===== src/sv/kts_ram.sv =====
// ----------------------------------------------------------------------------
// kts_ram
// Simple dual-port RAM, one write port and one registered read port.
// ----------------------------------------------------------------------------
module kts_ram #(
    parameter int WIDTH = 8,
    parameter int DEPTH = 16
) (
    input  logic                     i_clk,
    input  logic                     i_we,
    input  logic [$clog2(DEPTH)-1:0] i_waddr,
    input  logic [WIDTH-1:0]         i_wdata,
    input  logic [$clog2(DEPTH)-1:0] i_raddr,
    output logic [WIDTH-1:0]         o_rdata
);

    logic [WIDTH-1:0] r_mem [DEPTH];
    logic [WIDTH-1:0] r_rdata;

    always_ff @(posedge i_clk) begin
        if (i_we) begin
            r_mem[i_waddr] <= i_wdata;
        end
        r_rdata <= r_mem[i_raddr];
    end

    assign o_rdata = r_rdata;

endmodule


===== config.mk =====
export PLATFORM = sky130hd
export DESIGN_NAME = kts_ram
export DESIGN_NICKNAME = d
export VERILOG_FILES = /design/src/sv/kts_ram.sv
export SDC_FILE = /design/constraint.sdc
export NUM_CORES = 1
export LEC_CHECK = 0
export BUFFER_PORTS_ARGS = -buffer_cell sky130_fd_sc_hd__buf_4
export CAP_MARGIN = 40
export CORE_ASPECT_RATIO = 0.9
export CORE_MARGIN = 2
export CORE_UTILIZATION = 45
export CTS_CLUSTER_DIAMETER = 50
export DETAILED_ROUTE_END_ITERATION = 7
export PLACE_DENSITY = 0.63
export SYNTH_ARGS = -nofsm -noshare
export SYNTH_HDL_FRONTEND = slang
export SYNTH_SLANG_ARGS = --single-unit

===== constraint.sdc =====
create_clock -name i_clk -period 3.01 [get_ports i_clk]
set_clock_uncertainty 0.05 [all_clocks]
set_input_delay 0.301 -clock i_clk [delete_from_list [all_inputs] [get_ports i_clk]]
set_output_delay 0.301 -clock i_clk [all_outputs]
set_load 0.03 [all_outputs]

==> results of run 1 <==
==> report_power, final <==
part | internal [mW] | switching, mW | total (mW) | leakage, nW
logic | 0.0906 | 0.133 | 0.224 | 0.528
clock network | 1.13 | 0.728 | 1.85 | 0.253
registers | 2.12 | 0.0139 | 2.13 | 1.22
total | 3.33 | 0.875 | 4.21 | 2.00
==> logic make-up (layout without fill, tap and decap cells) <==
family	count (synthesis)	count (layout)	share of synthesized area [%]
mux	32	32	15.0
compound gates	16	16	2.33
buf+inv	10	63	1.68
simple gates	35	35	3.18
flops	136	136	77.8
==> area by class of cell <==
cell class | count | area, um2
Clock buffer | 19 | 433
Clock inverter | 12 | 105
Tap cell | 156 | 195
Fill cell | 898 | 5260
Timing Repair Buffer | 32 | 240
Multi-Input combinational cell | 83 | 1060
Sequential cell | 136 | 4000
==> cell usage after synthesis, drive strengths merged <==
| master | instances |
|---|---|
| nor3 | 4 |
| and2 | 1 |
| nand3b | 2 |
| nand3 | 1 |
| buf | 7 |
| nand2 | 9 |
| dfxtp | 8 |
| and2b | 1 |
| edfxtp | 128 |
| a22oi | 16 |
| or3b | 1 |
| nor2b | 1 |
| mux4 | 32 |
| nand2b | 2 |
| nor2 | 13 |
| clkdlybuf4s25 | 3 |
==> state kept, by name, indices dropped and copies added (netlist names) <==
register,cells
r_mem,128
o_rdata,8
==> metal layers <==
layer	up-vias	GRT usage, %	wire, um
met5	-	0	0
met1	1226	25.1	4470
met3	5	5.35	556
li1	1058	-	-
met4	0	5.55	57
met2	72	25.0	4600
==> per-stage QoR <==
| step | instance area, um2 | total power [mW] |
|---|---|---|
| 2_1_floorplan | 5150 | 2.30 |
| 3_3_place_gp | 5470 | 2.39 |
| 3_5_place_dp | 5500 | 2.40 |
| 4_1_cts | 6030 | 4.25 |
| 5_1_grt | 6030 | 4.35 |
| 6_report | 6030 | 4.21 |
==> cell usage in the layout (no fill, tap or decap) <==
cell,n
edfxtp_1,128
buf_4,32
mux4_2,18
clkbuf_16,17
a22oi_1,16
mux4_1,14
nor2_1,13
nand2_1,9
dfxtp_1,8
nor3_1,4
clkinvlp_4,4
clkinv_2,3
nand3b_1,2
nand2b_1,2
clkbuf_1,2
clkinv_4,2
nor2b_1,1
and2_1,1
and2b_1,1
nand3_1,1
or3b_2,1
clkinv_1,1
bufinv_16,1
inv_6,1
==> worst min path at each step <==
stage,depth (start not counted),slack (ns),to,from
floorplan,0,0.35,r_mem[0][0]$_DFFE_PP_,i_wdata[0]
CTS,1,0.15,r_mem[14][6]$_DFFE_PP_,i_wdata[6]
global placement,1,0.57,r_mem[1][6]$_DFFE_PP_,i_wdata[6]
global route,1,0.16,r_mem[14][6]$_DFFE_PP_,i_wdata[6]
detailed placement,1,0.58,r_mem[3][6]$_DFFE_PP_,i_wdata[6]
finish,1,0.16,r_mem[9][0]$_DFFE_PP_,i_wdata[0]
==> summary.md, run 1 <==
| Metric | Value |
|---|---|
| Run status | `finished clean` |
| Power per cell area | `~700 nW/um2` |
| CP arrival | `1.83 ns` |
| Critical Path End | `o_rdata[1]$_DFF_P_` |
| P_leak | `2.00 nW` |
| CP Buf/Inv Count | `1` |
| Largest net degree at the start of global routing | `33` |
| Critical Path Fanout Max | `32` |
| Clock latency on the worst-skew pair | `0.41 ns` |
| Critical path's top delay family | `multiplexers` |
| Worst hold margin | `between 0.15 and 0.2 ns` |
| Crit path cell chain | `buf_4 > mux4_1 > a22oi_1 > nand2_1` |
| Layout Nets | `approximately 290` |
| Initial antenna violation count | `0` |
| Crit path capture type | `register` |
| Global-route wire length before repair | `between 10 and 15 mm` |
| Place WS | `roughly 0.96 ns` |
| Die H | `approximately 110 um` |
| Final WS setup | `1.41 ns` |
| N_diodes | `0` |
| Final wirelength | `9.68 mm` |
| # clock sinks | `136` |
| Global route overflow | `0` |
| Peak supply drop | `roughly 0.34 mV` |
| Inst Count DP | `approximately 410` |
| Leading area contributor after synthesis | `edfxtp_1` |
| Setup TNS Final | `0 ns` |
| Final Max Tran Viols | `0` |
| DRT iter0 DRCs | `just under 300` |
| Hold/Removal Path Class | `in2reg` |
| Initial Utilization | `between 40% and 50%` |
| Top cells by area, synth | `edfxtp_1 75%, mux4_2 7.9%, mux4_1 7.1%` |
| Slowest CP cell | `mux4_1` |
| Critical Path Max Stage Delay | `between 0.6 and 0.7 ns` |
| Syn-to-layout area delta | `17.2%` |
| First-pass detailed-route iteration total | `6` |
| R2R cell count | `3` |
| Fin crit period | `~1.6 ns` |
| Unrepaired setup endpoints after global routing | `no` |
| Syn Nets | `approximately 250` |
| Final design utilization | `a little over half` |
| Share of cells above drive strength 1 | `between 20% and 30%` |
| Io pins | `26` |
| Wire length per cell | `22.1 um` |
| Worst setup startpoint | `i_raddr[0]` |
| CTS max path bufs | `2` |
| Post-synth top area share | `approximately three quarters` |
| Core Rows | `37` |
| Syn Inst Count | `roughly 230` |
| Core footprint | `around 11000 um2` |
| CTS tree | `done` |
| Worst-Margin Slew | `around 0.9 ns` |
| Synth Area per Inst | `around 22 um2` |
| Drt via density | `about 5.4` |
| Hold Buf Count CTS | `0` |
| Die W | `about 120 um` |
| Post-synthesis sequential area ratio | `77.8%` |
| Root Driver | `clkbuf_16` |
| Worst R2R End | `o_rdata[2]$_DFF_P_` |
| Synthesized area | `5150 um2` |
| Fin cells | `about 440` |
| MaxCap Viol Count | `0` |
| Endpoints failing hold | `0` |
| CTS buffer count | `17` |
| Synth unique cells | `19` |
| Post-cts sizing count | `0` |
| Final Cycle Share | `a little over half` |
| Required time worst endpoint | `3.24 ns` |
| Final setup fails | `0` |
| DPL Wire Length | `~6 mm` |
| DRC | `0` |
| Seq cells post-synth | `136` |
| Vias | `2361` |
| Routability cong. | `around 0.7` |
| CP Launch Type | `input port` |
| Number of I/O port buffers | `25` |
| Vias in the first global route | `~2.4k` |
| # H-tree levels | `4` |
| Reg2reg setup slack | `approximately 1.6 ns` |
| CP Depth | `4` |
| Relative slew slack | `a little under 40%` |
| WS Path Type | `in2reg` |
| RR Startpoint | `r_mem[9][2]$_DFFE_PP_` |
| Post-CTS Setup Bufs | `0` |
| DIE AREA | `12300 um2` |
| Yosys warns | `0` |
| Total track usage | `between 15 and 20%` |
| Routed Antenna Nets | `0` |
| Clk slew on worst S/H paths | `0.06 ns` |
| Peak Freq | `about 0.63 GHz` |
No activity file was read; power rests on OpenSTA's default activity.
==> run 2: changes to the inputs <==
Settings changed: PLACE_DENSITY 0.63 to 0.65.
Clock period 3.01 ns to 1.4 ns, I/O delays scaled along.
==> summary.md, run 2 (synthesis results as in run 1) <==
| Metric | Value |
|---|---|
| Run status | `finished clean (unchanged)` |
| R2R cell count | `3 (unchanged)` |
| Final instance area | `6340 um2 (was 6030 um2)` |
| Vias in the first global route | `2512 (was 2445)` |
| CP Launch Type | `register (was input port)` |
| Psw | `1.83 mW (was 0.875 mW)` |
| Comb power frac | `5.6% (was 5.3%)` |
| # clock sinks | `136 (unchanged)` |
| Syn-to-layout area delta | `23.2% (was 17.2%)` |
| MaxCap Viol Count | `0 (unchanged)` |
| Placed instance area | `5680 um2 (was 5500 um2)` |
| Number of I/O port buffers | `25 (unchanged)` |
| Inst Count DP | `427 (was 407)` |
| Place WS | `-0.200 ns (was 0.957 ns)` |
| Root Driver | `clkbuf_16 (unchanged)` |
| Drt via density | `5.33 (was 5.39)` |
| Reg2reg setup slack | `0.05 ns (was 1.58 ns)` |
| DRC | `0 (unchanged)` |
| Core Rows | `37 (unchanged)` |
| Required time worst endpoint | `1.63 ns (was 3.24 ns)` |
| Final wirelength | `10.0 mm (was 9.68 mm)` |
| Final setup fails | `0 (unchanged)` |
| Layout Nets | `311 (was 288)` |
| Io pins | `26 (unchanged)` |
| Peak supply drop | `0.989 mV (was 0.342 mV)` |
| Unrepaired setup endpoints after global routing | `no (unchanged)` |
| RR Startpoint | `r_mem[1][0]$_DFFE_PP_ (was r_mem[9][2]$_DFFE_PP_)` |
| DPL Wire Length | `6.46 mm (was 6.03 mm)` |
| Share of cells above drive strength 1 | `33.3% (was 28.0%)` |
| Setup TNS Final | `0 ns (unchanged)` |
| Global route overflow | `0 (unchanged)` |
| Fin crit period | `~1.4 ns` |
| Cell Int Power | `7.82 mW (was 3.33 mW)` |
| Crit path capture type | `register (unchanged)` |
| Crit path cell chain | `mux4_1 > a22oi_2 > nand2_1 (was buf_4 > mux4_1 > a22oi_1 > nand2_1)` |
| WS Path Type | `reg2reg (was in2reg)` |
| Slowest CP cell | `mux4_1 (unchanged)` |
| DIE AREA | `12300 um2 (unchanged)` |
| Total track usage | `18.2% (was 17.2%)` |
| Critical Path Max Stage Delay | `0.54 ns (was 0.66 ns)` |
| Hold Path Sink | `r_mem[1][1]$_DFFE_PP_ (was r_mem[9][0]$_DFFE_PP_)` |
| Leading cell type in the layout, fill and taps excluded | `edfxtp_1 (unchanged)` |
| Endpoints failing hold | `0 (unchanged)` |
| Initial Utilization | `45.6% (unchanged)` |
| Peak Freq | `around 0.74 GHz` |
| Power per cell area | `1520 nW/um2 (was 697 nW/um2)` |
| Reg with most FFs | `r_mem (unchanged)` |
| Fin cells | `462 (was 438)` |
| Sequential Power Share | `47.5% (was 50.7%)` |
| N_diodes | `0 (unchanged)` |
| Clock latency on the worst-skew pair | `0.40 ns (was 0.41 ns)` |
| Routability cong. | `0.728 (was 0.699)` |
| DRT iter0 DRCs | `306 (was 290)` |
| Number of flip-flops in the largest register | `128 (unchanged)` |
| Commonest non-fill, non-tap cells in the layout | `128 x edfxtp_1, 50 x buf_4, 18 x mux4_2, 17 x clkbuf_16, 14 x mux4_1 (was 128 x edfxtp_1, 32 x buf_4, 18 x mux4_2, 17 x clkbuf_16, 16 x a22oi_1)` |
| Min-delay src | `i_wdata[1] (was i_wdata[0])` |
| Routed Antenna Nets | `0 (unchanged)` |
| CTS buffer count | `17 (unchanged)` |
| Relative slew slack | `38.5% (was 39.4%)` |
| Initial antenna violation count | `0 (unchanged)` |
| Global-route wire length before repair | `15.4 mm (was 14.4 mm)` |
| Vias | `2464 (was 2361)` |
| Largest net degree at the start of global routing | `17 (was 33)` |
| # H-tree levels | `4 (unchanged)` |
| Clk slew on worst S/H paths | `0.06 ns (about the same)` |
| CTS max path bufs | `2 (unchanged)` |
| Core footprint | `11300 um2 (unchanged)` |
| CTS tree | `done (unchanged)` |
| CP arrival | `1.59 ns (was 1.83 ns)` |
| Clock power share | `46.9% (was 44.0%)` |
| Final WS setup | `0.0468 ns (was 1.41 ns)` |
| Final Cycle Share | `a little over nine tenths` |
| Post-CTS Setup Bufs | `0 (unchanged)` |
| Die H | `105 um (unchanged)` |
| Final Max Tran Viols | `0 (unchanged)` |
| Hold/Removal Path Class | `in2reg (unchanged)` |
| Worst R2R End | `o_rdata[0]$_DFF_P_ (was o_rdata[2]$_DFF_P_)` |
| Die W | `117 um (unchanged)` |
| Number of fill cells | `885 (was 898)` |
| Wire length per cell | `21.7 um (was 22.1 um)` |
| First-pass detailed-route iteration total | `4 (was 6)` |
| Switching share of total power | `19.0% (was 20.8%)` |
| P_leak | `2.17 nW (was 2.00 nW)` |
| Worst hold path depth | `1 (unchanged)` |
| Worst-Margin Slew | `0.920 ns (was 0.906 ns)` |
| Worst hold margin | `0.00457 ns (was 0.163 ns)` |
| Critical Path Fanout Max | `1 (was 32)` |
run 2: cell count changes in the layout (fill, tap and decap cells not counted), sizes merged:
cell,previous run,this run
clkbuf,19,24
clkinv,6,4
inv,1,0
buf,32,52
bufinv,1,4
clkinvlp,4,0
dlygate4sd3,0,3
run 2: layout make-up:
| cell class | count | area, um2 | share of cell area (%) |
|---|---|---|---|
| clock inverter | 8 | 145 | 2.29 |
| clock buffer | 24 | 462 | 7.28 |
| multi-input combinational | 83 | 1090 | 17.2 |
| timing repair buffer | 55 | 445 | 7.02 |
| tap | 156 | 195 | 3.08 |
| sequential | 136 | 4000 | 63.1 |
run 2: timing repair:
action / in CTS / in global routing
resized for setup: 1 / 5
hold buffers: 3 / 0
endpoints found under the setup margin: 1 / 6
hold endpoints to repair: 27 / 0
pin swaps: 0 / 2
run 2: worst max path at each step:
stage	slack [ns]	end	depth (start not counted)	from
final	0.05	o_rdata[0]$_DFF_P_	3	r_mem[1][0]$_DFFE_PP_
after floorplan	-0.06	r_mem[3][0]$_DFFE_PP_	2	i_waddr[2]
after global placement	-0.24	o_rdata[0]$_DFF_P_	5	i_raddr[0]
after CTS	0.01	o_rdata[1]$_DFF_P_	3	r_mem[9][1]$_DFFE_PP_
after global routing	0.002	o_rdata[5]$_DFF_P_	3	r_mem[11][5]$_DFFE_PP_
after detailed placement	-0.20	o_rdata[0]$_DFF_P_	5	i_raddr[0]
run 2: critical path: cells and delay by family (launching register included):
kind / cells / cell delay (ns)
AO/OA/AOI/OAI: 1 / 0.22
AND/OR/NAND/NOR: 1 / 0.07
multiplexers: 1 / 0.54
flip-flops: 1 / 0.36
run 2: power by group through the flow:
stage          registers (mW)  clock network, mW  logic, mW
3_3_place_gp             4.66                  0      0.518
5_1_grt                  4.59               4.80      0.582
4_1_cts                  4.58               4.61      0.535
2_1_floorplan            4.71                  0      0.231
6_report                 4.58               4.53      0.536
3_5_place_dp             4.67                  0      0.526
run 2: through the flow:
step	utilization [%]	power, mW
6_report	56.2	9.65
5_1_grt	56.2	9.97
4_1_cts	55.9	9.72
3_5_place_dp	50.3	5.19
3_3_place_gp	50.3	5.18
2_1_floorplan	-	4.94
run 2: per-layer routing:
| metal | global-route usage (%) | part of all wire (%) | vias to the layer above |
|---|---|---|---|
| met5 | 0 | 0 | - |
| met4 | 4.54 | 0.22 | 0 |
| met3 | 5.35 | 4.3 | 2 |
| met2 | 27.3 | 50 | 57 |
| met1 | 26.5 | 45 | 1303 |
| li1 | - | - | 1102 |
